## config.mk

```make
export PLATFORM = sky130hd
export DESIGN_NAME = mmss_countdown_timer_unit
export DESIGN_NICKNAME = d
export VERILOG_FILES = /design/src/rtl/mct_pkg.sv /design/src/rtl/mct_front.sv /design/src/rtl/mct_div.sv /design/src/rtl/mct_core.sv /design/src/rtl/mmss_countdown_timer_unit.sv
export VERILOG_INCLUDE_DIRS = /design/src /design/src/rtl
export SDC_FILE = /design/constraint.sdc
export NUM_CORES = 2
export LEC_CHECK = 0
export ABC_AREA = 1
export CORE_ASPECT_RATIO = 1.1
export CORE_MARGIN = 2
export CORE_UTILIZATION = 46
export DETAILED_ROUTE_END_ITERATION = 8
export DONT_BUFFER_PORTS = 1
export GPL_ROUTABILITY_DRIVEN = 0
export SLEW_MARGIN = 25
export SYNTH_ARGS = -nofsm -noshare
export SYNTH_HDL_FRONTEND = slang
export SYNTH_SLANG_ARGS = --single-unit
```

## constraint.sdc

```tcl
create_clock -name clk -period 16 [get_ports clk]
set_input_delay 0.8 -clock clk [delete_from_list [all_inputs] [get_ports clk]]
set_output_delay 0.8 -clock clk [all_outputs]
set_load 0.02 [all_outputs]
```

## src/rtl/mmss_countdown_timer_unit_defines.svh

```systemverilog
// Assertion macros for the MM:SS countdown timer.
// Used by the top level only; expects clk and arst_n in scope.
`ifndef MMSS_COUNTDOWN_TIMER_UNIT_DEFINES_SVH
`define MMSS_COUNTDOWN_TIMER_UNIT_DEFINES_SVH

// Same-cycle implication, checked out of reset.
`define MCT_ASSERT_NOW(label, ante, cons, msg) \
	label: assert property (@(posedge clk) disable iff (!arst_n) (ante) |-> (cons)) \
		else $error(msg);

// Next-cycle implication, checked out of reset.
`define MCT_ASSERT_NEXT(label, ante, cons, msg) \
	label: assert property (@(posedge clk) disable iff (!arst_n) (ante) |=> (cons)) \
		else $error(msg);

`endif

```

## src/rtl/mct_pkg.sv

```systemverilog
// Shared types and constants for the MM:SS countdown timer.
// No dependencies; used by every module of the block.
package mct_pkg;

	localparam int unsigned TICKS_PER_SECOND_DEF = 1000;
	localparam int unsigned MS_W = 32;
	localparam int unsigned REM_W = 13;

	localparam logic [7:0] CHAR_COLON = 8'h3A;
	localparam logic [7:0] CHAR_ZERO = 8'h30;
	localparam logic [7:0] CHAR_NINE = 8'h39;
	localparam logic [3:0] TEXT_LEN = 4'd5;
	localparam logic [3:0] SEC_TENS_LIMIT = 4'd6;
	localparam logic [REM_W-1:0] MAX_REMAINING = 13'd5999;

	typedef enum logic [0:0] {
		OP_LOAD = 1'b0,
		OP_TICK = 1'b1
	} op_t;

	typedef struct packed {
		op_t opcode;
		logic [MS_W-1:0] now_ms;
		logic [3:0] text_length;
		logic [7:0] char_0;
		logic [7:0] char_1;
		logic [7:0] char_2;
		logic [7:0] char_3;
		logic [7:0] char_4;
	} in_item_t;

	typedef struct packed {
		logic [REM_W-1:0] remaining_seconds;
		logic running;
		logic load_accepted;
	} out_item_t;

	// Control carried down the pipeline with each item.
	typedef struct packed {
		logic valid;
		op_t opcode;
		logic load_ok;
		logic [REM_W-1:0] load_val;
		logic [MS_W-1:0] delta_ms;
	} pipe_ctl_t;

endpackage

```

## src/rtl/mct_front.sv

```systemverilog
// Input register, text decode and timestamp delta stage.
// Depends on mct_pkg.
module mct_front (
	input logic clk,
	input logic arst_n,
	input logic adv,
	input logic in_valid,
	input mct_pkg::in_item_t in_item,
	output mct_pkg::pipe_ctl_t ctl_s2
);

	mct_pkg::in_item_t item_s1;
	logic valid_s1;
	logic [mct_pkg::MS_W-1:0] last_now_q;

	logic [3:0] dig_m10;
	logic [3:0] dig_m1;
	logic [3:0] dig_s10;
	logic [3:0] dig_s1;
	logic digits_ok;
	logic load_ok;
	logic [mct_pkg::REM_W-1:0] load_val;

	function automatic logic is_digit(input logic [7:0] c);
		return (c >= mct_pkg::CHAR_ZERO) && (c <= mct_pkg::CHAR_NINE);
	endfunction

	assign dig_m10 = 4'(item_s1.char_0 - mct_pkg::CHAR_ZERO);
	assign dig_m1 = 4'(item_s1.char_1 - mct_pkg::CHAR_ZERO);
	assign dig_s10 = 4'(item_s1.char_3 - mct_pkg::CHAR_ZERO);
	assign dig_s1 = 4'(item_s1.char_4 - mct_pkg::CHAR_ZERO);

	assign digits_ok = is_digit(item_s1.char_0) && is_digit(item_s1.char_1)
		&& is_digit(item_s1.char_3) && is_digit(item_s1.char_4);

	assign load_ok = (item_s1.opcode == mct_pkg::OP_LOAD)
		&& (item_s1.text_length == mct_pkg::TEXT_LEN)
		&& (item_s1.char_2 == mct_pkg::CHAR_COLON)
		&& digits_ok && (dig_s10 < mct_pkg::SEC_TENS_LIMIT);

	assign load_val = 13'(dig_m10) * 13'd600 + 13'(dig_m1) * 13'd60
		+ 13'(dig_s10) * 13'd10 + 13'(dig_s1);

	always_ff @(posedge clk) begin
		if (adv) begin
			item_s1 <= in_item;
		end
	end

	always_ff @(posedge clk or negedge arst_n) begin
		if (!arst_n) begin
			valid_s1 <= 1'b0;
			last_now_q <= '0;
			ctl_s2 <= '0;
		end else if (adv) begin
			valid_s1 <= in_valid;
			ctl_s2.valid <= valid_s1;
			ctl_s2.opcode <= item_s1.opcode;
			ctl_s2.load_ok <= load_ok;
			ctl_s2.load_val <= load_val;
			ctl_s2.delta_ms <= item_s1.now_ms - last_now_q;
			if (valid_s1 && (load_ok || item_s1.opcode == mct_pkg::OP_TICK)) begin
				last_now_q <= item_s1.now_ms;
			end
		end
	end

endmodule

```

## src/rtl/mct_div.sv

```systemverilog
// Constant divider: splits the timestamp delta into whole seconds and a remainder.
// Reciprocal multiply, back multiply and one correction step. Depends on mct_pkg.
module mct_div #(
	parameter int unsigned TICKS_PER_SECOND = mct_pkg::TICKS_PER_SECOND_DEF
) (
	input logic clk,
	input logic arst_n,
	input logic adv,
	input mct_pkg::pipe_ctl_t ctl_s2,
	output mct_pkg::pipe_ctl_t ctl_s5,
	output logic [mct_pkg::MS_W-1:0] q_s5,
	output logic [$clog2(TICKS_PER_SECOND+1)-1:0] r_s5
);

	localparam int unsigned RW = $clog2(TICKS_PER_SECOND + 1);
	localparam int unsigned LOG_T = $clog2(TICKS_PER_SECOND);
	localparam int unsigned SHIFT = 31 + LOG_T;
	localparam logic [63:0] RECIP_FULL = (64'd1 << SHIFT) / 64'(TICKS_PER_SECOND);
	localparam logic [31:0] RECIP = RECIP_FULL[31:0];
	localparam logic [mct_pkg::MS_W-1:0] TICKS_MS = mct_pkg::MS_W'(TICKS_PER_SECOND);
	localparam logic [RW:0] TICKS_R = (RW+1)'(TICKS_PER_SECOND);

	mct_pkg::pipe_ctl_t ctl_s3;
	mct_pkg::pipe_ctl_t ctl_s4;
	logic [63:0] prod_s3;
	logic [mct_pkg::MS_W-1:0] q_s4;
	logic [RW:0] r0_s4;

	logic [63:0] prod_sh;
	logic [mct_pkg::MS_W-1:0] q0;
	logic [mct_pkg::MS_W-1:0] r0_full;
	logic [RW:0] r_fix;

	assign prod_sh = prod_s3 >> SHIFT;
	assign q0 = prod_sh[mct_pkg::MS_W-1:0];
	assign r0_full = ctl_s3.delta_ms - mct_pkg::MS_W'(q0 * TICKS_MS);
	assign r_fix = r0_s4 - TICKS_R;

	always_ff @(posedge clk) begin
		if (adv) begin
			prod_s3 <= 64'(ctl_s2.delta_ms) * 64'(RECIP);
			q_s4 <= q0;
			r0_s4 <= r0_full[RW:0];
			if (r0_s4 >= TICKS_R) begin
				q_s5 <= q_s4 + 32'd1;
				r_s5 <= r_fix[RW-1:0];
			end else begin
				q_s5 <= q_s4;
				r_s5 <= r0_s4[RW-1:0];
			end
		end
	end

	always_ff @(posedge clk or negedge arst_n) begin
		if (!arst_n) begin
			ctl_s3 <= '0;
			ctl_s4 <= '0;
			ctl_s5 <= '0;
		end else if (adv) begin
			ctl_s3 <= ctl_s2;
			ctl_s4 <= ctl_s3;
			ctl_s5 <= ctl_s4;
		end
	end

endmodule

```

## src/rtl/mct_core.sv

```systemverilog
// Countdown state update and result register.
// Keeps the remaining seconds and the sub-second residue. Depends on mct_pkg.
module mct_core #(
	parameter int unsigned TICKS_PER_SECOND = mct_pkg::TICKS_PER_SECOND_DEF
) (
	input logic clk,
	input logic arst_n,
	input logic adv,
	input mct_pkg::pipe_ctl_t ctl_s5,
	input logic [mct_pkg::MS_W-1:0] q_s5,
	input logic [$clog2(TICKS_PER_SECOND+1)-1:0] r_s5,
	output logic out_valid,
	output mct_pkg::out_item_t out_item
);

	localparam int unsigned RW = $clog2(TICKS_PER_SECOND + 1);
	localparam logic [RW:0] TICKS_R = (RW+1)'(TICKS_PER_SECOND);

	logic [mct_pkg::REM_W-1:0] remaining_q;
	logic [RW-1:0] residual_q;
	logic started_q;

	logic [mct_pkg::MS_W:0] sum_wide;
	logic wrapped;
	logic [RW:0] frac_sum;
	logic [RW:0] frac_fix;
	logic carry_sec;
	logic [mct_pkg::MS_W-1:0] secs;
	logic [RW-1:0] residual_next;
	logic [mct_pkg::REM_W-1:0] remaining_next;
	logic started_next;
	logic accepted;

	// The item's delta is measured from the last accepted load or tick; the residue
	// adds the part of a second that the reference still lags behind it.
	assign sum_wide = {1'b0, ctl_s5.delta_ms} + (mct_pkg::MS_W+1)'(residual_q);
	assign wrapped = sum_wide[mct_pkg::MS_W];
	assign frac_sum = {1'b0, r_s5} + {1'b0, residual_q};
	assign frac_fix = frac_sum - TICKS_R;
	assign carry_sec = frac_sum >= TICKS_R;

	always_comb begin
		secs = '0;
		residual_next = residual_q;
		remaining_next = remaining_q;
		started_next = started_q;
		accepted = 1'b0;
		unique case (ctl_s5.opcode)
			mct_pkg::OP_LOAD: begin
				if (ctl_s5.load_ok) begin
					remaining_next = ctl_s5.load_val;
					residual_next = '0;
					started_next = 1'b1;
					accepted = 1'b1;
				end
			end
			mct_pkg::OP_TICK: begin
				if (started_q) begin
					if (wrapped) begin
						secs = '0;
						residual_next = sum_wide[RW-1:0];
					end else if (carry_sec) begin
						secs = q_s5 + 32'd1;
						residual_next = frac_fix[RW-1:0];
					end else begin
						secs = q_s5;
						residual_next = frac_sum[RW-1:0];
					end
					if (secs >= mct_pkg::MS_W'(remaining_q)) begin
						remaining_next = '0;
					end else begin
						remaining_next = remaining_q - secs[mct_pkg::REM_W-1:0];
					end
				end
			end
			default: begin
				secs = '0;
			end
		endcase
	end

	always_ff @(posedge clk) begin
		if (adv && ctl_s5.valid) begin
			residual_q <= residual_next;
			out_item.remaining_seconds <= remaining_next;
			out_item.running <= started_next;
			out_item.load_accepted <= accepted;
		end
	end

	always_ff @(posedge clk or negedge arst_n) begin
		if (!arst_n) begin
			remaining_q <= '0;
			started_q <= 1'b0;
			out_valid <= 1'b0;
		end else if (adv) begin
			out_valid <= ctl_s5.valid;
			if (ctl_s5.valid) begin
				remaining_q <= remaining_next;
				started_q <= started_next;
			end
		end
	end

endmodule

```

## src/rtl/mmss_countdown_timer_unit.sv

```systemverilog
// Top level of the MM:SS countdown timer: front stage, divider and state core.
// Depends on mct_pkg, mct_front, mct_div, mct_core and the assertion macro header.
//
//   channel | payload               | handshake
//   --------+-----------------------+-------------------------------
//   in      | mct_pkg::in_item_t    | in_valid / in_stall (ours)
//   out     | mct_pkg::out_item_t   | out_valid / out_stall (theirs)
//
// One item is taken per cycle unless a stalled result freezes the pipeline.
// Each result passes through the input register, the decode stage, the three divider
// stages and the result register.
// A stalled result freezes the whole pipeline, so in_stall follows out_stall while a
// result waits.
// Reset clears the countdown, the running flag and all stage valids.
`include "mmss_countdown_timer_unit_defines.svh"

module mmss_countdown_timer_unit #(
	parameter int unsigned TICKS_PER_SECOND = mct_pkg::TICKS_PER_SECOND_DEF
) (
	input logic clk,
	input logic arst_n,
	input logic in_valid,
	output logic in_stall,
	input mct_pkg::in_item_t in_item,
	output logic out_valid,
	input logic out_stall,
	output mct_pkg::out_item_t out_item
);

	localparam int unsigned RW = $clog2(TICKS_PER_SECOND + 1);

	logic adv;
	mct_pkg::pipe_ctl_t ctl_s2;
	mct_pkg::pipe_ctl_t ctl_s5;
	logic [mct_pkg::MS_W-1:0] q_s5;
	logic [RW-1:0] r_s5;

	assign adv = !(out_valid && out_stall);
	assign in_stall = !adv;

	mct_front u_front (
		.clk(clk),
		.arst_n(arst_n),
		.adv(adv),
		.in_valid(in_valid),
		.in_item(in_item),
		.ctl_s2(ctl_s2)
	);

	mct_div #(
		.TICKS_PER_SECOND(TICKS_PER_SECOND)
	) u_div (
		.clk(clk),
		.arst_n(arst_n),
		.adv(adv),
		.ctl_s2(ctl_s2),
		.ctl_s5(ctl_s5),
		.q_s5(q_s5),
		.r_s5(r_s5)
	);

	mct_core #(
		.TICKS_PER_SECOND(TICKS_PER_SECOND)
	) u_core (
		.clk(clk),
		.arst_n(arst_n),
		.adv(adv),
		.ctl_s5(ctl_s5),
		.q_s5(q_s5),
		.r_s5(r_s5),
		.out_valid(out_valid),
		.out_item(out_item)
	);

	`MCT_ASSERT_NOW(a_rem_range, out_valid,
		out_item.remaining_seconds <= mct_pkg::MAX_REMAINING, "remaining time out of range")
	`MCT_ASSERT_NOW(a_load_runs, out_valid && out_item.load_accepted,
		out_item.running, "accepted load without running flag")
	`MCT_ASSERT_NEXT(a_run_sticky, out_valid && !out_stall && out_item.running,
		!out_valid || out_item.running, "running flag dropped")

endmodule

```

# Word-level counts from Yosys, hierarchy flattened
# Index checks and enable logic that the tools add are counted.
[totals] wordCells=120 out_inout_bits=17 mem_count=0 ram_bits=0 latchBits=0 register_bits=474 romBits=0
[op_classes] multipliers=5 bitwise=3 n_reduce_logical=19 eq_ne=4 div=0 n_lt_le_gt_ge=12 n_mux=18 n_addsub=16 shifts=0
[op_table] op="$mux W32" count=4
[op_table] op="$mul A32 B32 Y64 const B" count=1
[op_table] op="$mux W10" count=5
[op_table] op="$mux W13" count=3
[op_table] op="$add A32 B10 Y33" count=1
[op_table] op="$ge A32 B13 Y1" count=1
[op_table] op="$ge A8 B6 Y1 const B" count=4
[op_table] op="$le A8 B6 Y1 const B" count=4
[op_table] op="$sub A32 B32 Y32" count=1
[op_table] op="$pmux W13 S2" count=1
[op_table] op="$add A24 B1 Y25 const B" count=1
[op_table] op="$add A23 B1 Y24 const B" count=1
[op_table] op="$mul A23 B7 Y8 const B" count=1
[op_table] op="$mux W23" count=1
[op_table] op="$ge A11 B10 Y1 const B" count=2
[op_table] op="$pmux W10 S2" count=1
[op_table] op="$sub A10 B10 Y10 const B" count=2
[op_table] op="$sub A4 B1 Y4 const B" count=4
[op_table] op="$logic_and A1 B1 Y1" count=14
[op_table] op="$add A13 B10 Y13" count=1
[op_table] op="$add A13 B4 Y13" count=1
[op_table] op="$add A13 B8 Y13" count=1
[op_table] op="$sub A13 B13 Y13" count=1
[op_table] op="$add A10 B10 Y11" count=1
[op_table] op="15 further kinds" count=20

# Longest topological paths before layout
[logic_depth] word_depth=10 depth_mapped=33 depth_no_buf=33

# By module
# A second synthesis with hierarchy kept.
[hier_totals] hier_cells=5056 area_unflattened_um2=43013.8
[modules_own_cells] mod="mct_div" seq_area_each_um2=6336.1 area_per_inst_um2=27550.2 cells_per_inst=2964 n_inst=1
[modules_own_cells] mod="mct_front" seq_area_each_um2=4339.2 area_per_inst_um2=9813.2 cells_per_inst=1192 n_inst=1
[modules_own_cells] mod="mct_core" seq_area_each_um2=1126.1 area_per_inst_um2=5640.4 cells_per_inst=898 n_inst=1
[modules_own_cells] mod="mmss_countdown_timer_unit" seq_area_each_um2=0.0 area_per_inst_um2=10.0 cells_per_inst=2 n_inst=1

# Worst setup path before layout
# OpenSTA, ideal clock, no wires.
[synth_timing] kind="input -> register" start="in out_stall" end="reg u_div.prod_s3[41] (enable)" setup_time_ns=0.598 path_stages=3 arrival_ns=5.937 slack_ns=9.465 path_cell_list="nand2_1 clkbuf_1 clkbuf_1"
[synth_via] elab_chain_cells=1
[synth_lines] item="start: declaration" line_no="mmss_countdown_timer_unit.sv:26" rtl="input logic out_stall,"
[synth_lines] item="$logic_and A1 B1 Y1" line_no="mmss_countdown_timer_unit.sv:38" rtl="assign adv = !(out_valid && out_stall);"
[synth_lines] item="end signal: assignment" line_no="mct_div.sv:41" rtl="prod_s3 <= 64'(ctl_s2.delta_ms) * 64'(RECIP);"
[synth_lines] item="end: declaration" line_no="mct_div.sv:25" rtl="logic [63:0] prod_s3;"
# No other way between the ends.
# A chain may end at the register's enable or synchronous reset.

# Worst setup path in the final report
[layout_timing] start="reg, netlist name u_front.ctl_s2[20]" end="reg u_div.prod_s3[53] (data pin)"
[layout_via] elab_chain_cells=1
[layout_lines] item="$mul A32 B32 Y64" line_no="mct_div.sv:41"
# No other way between the ends.

==> summary.txt <==
Cells and area
  • Area delta synth->final: 7.611%
  • Share of cells above drive strength 1: ~3.6%
  • ANT cells: 0
  • Layout Nets: between 5000 and 6000

Clocking
  • H-tree depth: 2
  • Root Buffer Master: clkbuf_16
  • CTS max path bufs: 3
  • Total CTS buffers: 47
  • Clk sinks: 433
  • Clk_lat worst skew: 600 ps
  • Resize count post-CTS: 0
  • CTS tree: yes
  • Clock slew at reported path FFs: 70 ps

Synth
  • Number of flops mapped to enable cells by yosys: 193
  • Area contributors post-synth: fa_1 19%, ha_1 18%, dfrtp_1 15%
  • Syn Nets: 5305
  • Synth area leader: fa_1
  • Post-synth cell types: 57
  • Commonest register cell after synthesis: dfrtp_1
  • #FFs+latches synth: 433
  • Syn Inst Count: 4275
  • YS warnings: 0
  • Mapped Area: 0.03947 mm2
  • Avg Inst Size Synth: 9.233 um2
  • Top-area cell type share of the netlist area: between 15 and 20%
  • Ys async rst share: 55.43%
  • Register area share after synthesis: 29.90%

Worst setup path
  • Critical Path Start: u_front.ctl_s2[20]
  • Worst r2r src: u_front.ctl_s2[20]
  • WP data required: 16330 ps
  • CP endpoint: u_div.prod_s3[53]
  • Critical Path, Cell by Cell: ha_1, fa_1, fa_1, inv_1, fa_1, inv_1, fa_1, fa_1, fa_1, inv_1, fa_1, inv_1, ha_1, nand2_1, nor2_1, inv_1, nor2_1, nand4_1, o21ai_0, a31oi_1, xnor2_1
  • Slowest stage delay, CP: 820 ps
  • R2R Path End: u_div.prod_s3[53]
  • Critical path arrival: approximately 7400 ps
  • FF-to-FF setup slack: ~9000 ps
  • Worst r2r path cells: 21
  • Most common cell on crit path: fa_1
  • Critical Path End Type: flip-flop
  • Crit-path slowest cell: dfrtp_1
  • CP Class: reg -> reg
  • Crit path max fanout: 13
  • Worst setup SP type: flip-flop

Run
  • Max_cap viols: 0

Floorplanning
  • Vert. Die Dim: 311.2 um
  • Core footprint: 0.08492 mm2
  • FP Rows: 112
  • Die Span X: between 200 and 300 um
  • Initial Utilization: 46.48%
  • DIE AREA: 0.08816 mm2
  • Io pins: about 100

STA
  • Final min period: 7088 ps
  • Period utilization: 44.30%
  • Fmax: 141.1 MHz
  • Worst-Margin Slew: 1023 ps
  • Setup TNS Final: 0 ps
  • RSZ-0062 raised after global routing: false
  • Final Max Slew Viols: 0
  • Post-Route Skew: 22.51 ps
  • # setup viols final: 0
  • Final Hold Fails: 0
  • Slew margin rel.: 31.53%

Drt
  • # DRC: 0
  • Initial DRC count: 1896
  • Drt wl/cell: around 18 um
  • Detail Route Antenna Nets: 0
  • DR vias/cell: between 5 and 6
  • Via count: 27790
  • DRT Wirelength: 97.75 mm
  • Pre-antenna DRT Iters: 6

Placed design
  • Port bufs: 0
  • Post-DP HPWL: between 70 and 80 mm

Global route
  • Vias in the first global route: 27720
  • GRT Overall Usage: 22.38%
  • Largest net degree at the start of global routing: around 240
  • Initial antenna violation count: 2
  • Global-route wire length before repair: about 150 mm
  • Congestion Overflow GR: 0

Run status
  • Status: completed

Worst hold path
  • Hold WC Path Type: in -> async
synth_stat cells (10+ instances only):
library cell,n
o21bai_1,11
xor2_1,76
nand3_1,104
o21ai_0,254
nand4_1,29
xnor2_1,46
a31oi_1,13
edfxtp_1,193
dfrtp_1,240
o21ai_2,10
ha_1,566
nor2_1,218
nand2_1,745
or2_2,20
a21oi_1,235
nor3_1,40
fa_1,383
o21a_1,12
clkbuf_1,55
inv_1,921
nor4_1,17
placed cells by master, fill, tap and decap left out, drive strengths merged, types with 5 or more instances in the layout:
cell type	synthesis	layout
clkinvlp	0	6
o31ai	8	8
o21ai	267	267
clkinv	2	12
a211oi	6	6
a21oi	235	235
a31oi	13	13
clkbuf	55	63
nand4	29	29
dfrtp	240	240
xor2	76	76
nor2	225	225
o21bai	12	12
nor3	41	41
bufinv	0	5
xnor2	46	46
or2	20	20
edfxtp	193	193
nand2	754	754
nand3	105	105
ha	566	566
buf	6	14
nor4	17	17
o21a	12	12
inv	922	926
fa	383	383
metal layers:
layer  track usage [%]  vias to the layer above  wire length (um)  share of wire [%]
li1                  -                    13590                 -                  -
met1             31.09                    13490             44150                 45
met3             2.324                      148              3826                3.9
met5                 0                        -                 9             0.0092
met2             36.39                      566             45800                 47
met4             8.237                        2              3965                4.1
sequential cells by signal, summed over array words and instances, names as in the netlist, 10 cells and up:
name                count
u_front.item_s1        77
u_front.last_now_q     32
u_div.ctl_s3           48
u_div.r_s5             10
u_div.prod_s3          23
u_div.r0_s4            11
u_front.ctl_s2         48
u_div.q_s5             24
u_core.out_item        15
u_div.ctl_s4           48
u_core.residual_q      10
u_core.remaining_q     13
u_div.ctl_s5           48
u_div.q_s4             23
final cells by class:
| class | count | area [um2] |
|---|---|---|
| Inverter | 924 | 3473 |
| Timing Repair Buffer | 14 | 145.1 |
| Clock inverter | 25 | 319.1 |
| Tap cell | 1140 | 1426 |
| Sequential cell | 433 | 11800 |
| Clock buffer | 63 | 1338 |
| Multi-Input combinational cell | 2857 | 23970 |
| Fill cell | 8123 | 42450 |
metrics by stage:
step | util (%) | hold slack, ps | setup WS [ps] | instance area (um2) | std cells
floorplan | - | 400.3 | 9465 | 39470 | 4275
global placement | 48.00 | 401.2 | 9023 | 40760 | 5366
detailed placement | 48.00 | 404.5 | 8985 | 40760 | 5366
CTS | 49.98 | 252.3 | 8965 | 42450 | 5455
global route | 50.01 | 131.8 | 8595 | 42470 | 5456
finish | 50.01 | 105.9 | 8912 | 42470 | 5456
worst max-delay path, delay by kind of cell, from the launching register on:
family	cells	cell delay [ps]
AO/OA/AOI/OAI	2	660
XOR/XNOR	1	160
flip-flops	1	820
buffers and inverters	5	250
AND/OR/NAND/NOR	4	610
adder cells (fa/ha/maj)	9	4300
cells by family after synthesis:
family / Yosys count / share of synthesized area (%)
AOI/OAI and AO/OA: 582 / 8.011
xor gates and xnor gates: 122 / 2.707
adders and majority gates: 949 / 37.37
buffers and inverters: 985 / 9.399
DFF: 433 / 29.90
muxes: 2 / 0.05706
and+or+nand+nor: 1202 / 12.56
timing repair:
item	4_1_cts	5_1_grt
buffers inserted	0	0
endpoints found under the setup margin	0	0
hold buffers	1	0
hold endpoints to repair	240	0
how the worst min path moves through the flow:
stage | from | endpoint | slack (ps) | cells past startpoint
floorplan | u_div.prod_s3[51] | u_div.q_s4[10] | 400 | 0
global placement | u_div.prod_s3[49] | u_div.q_s4[8] | 400 | 0
detailed placement | u_div.prod_s3[55] | u_div.q_s4[14] | 400 | 0
CTS | in_item[24] | u_front.item_s1[24] | 250 | 0
global route | arst_n | u_core.remaining_q[10] | 130 | 1
finish | arst_n | u_core.remaining_q[10] | 110 | 1
Power is left out: the tool's default activity adds up to more than one toggle a clock period on the data nets, which glitch-free logic cannot reach.
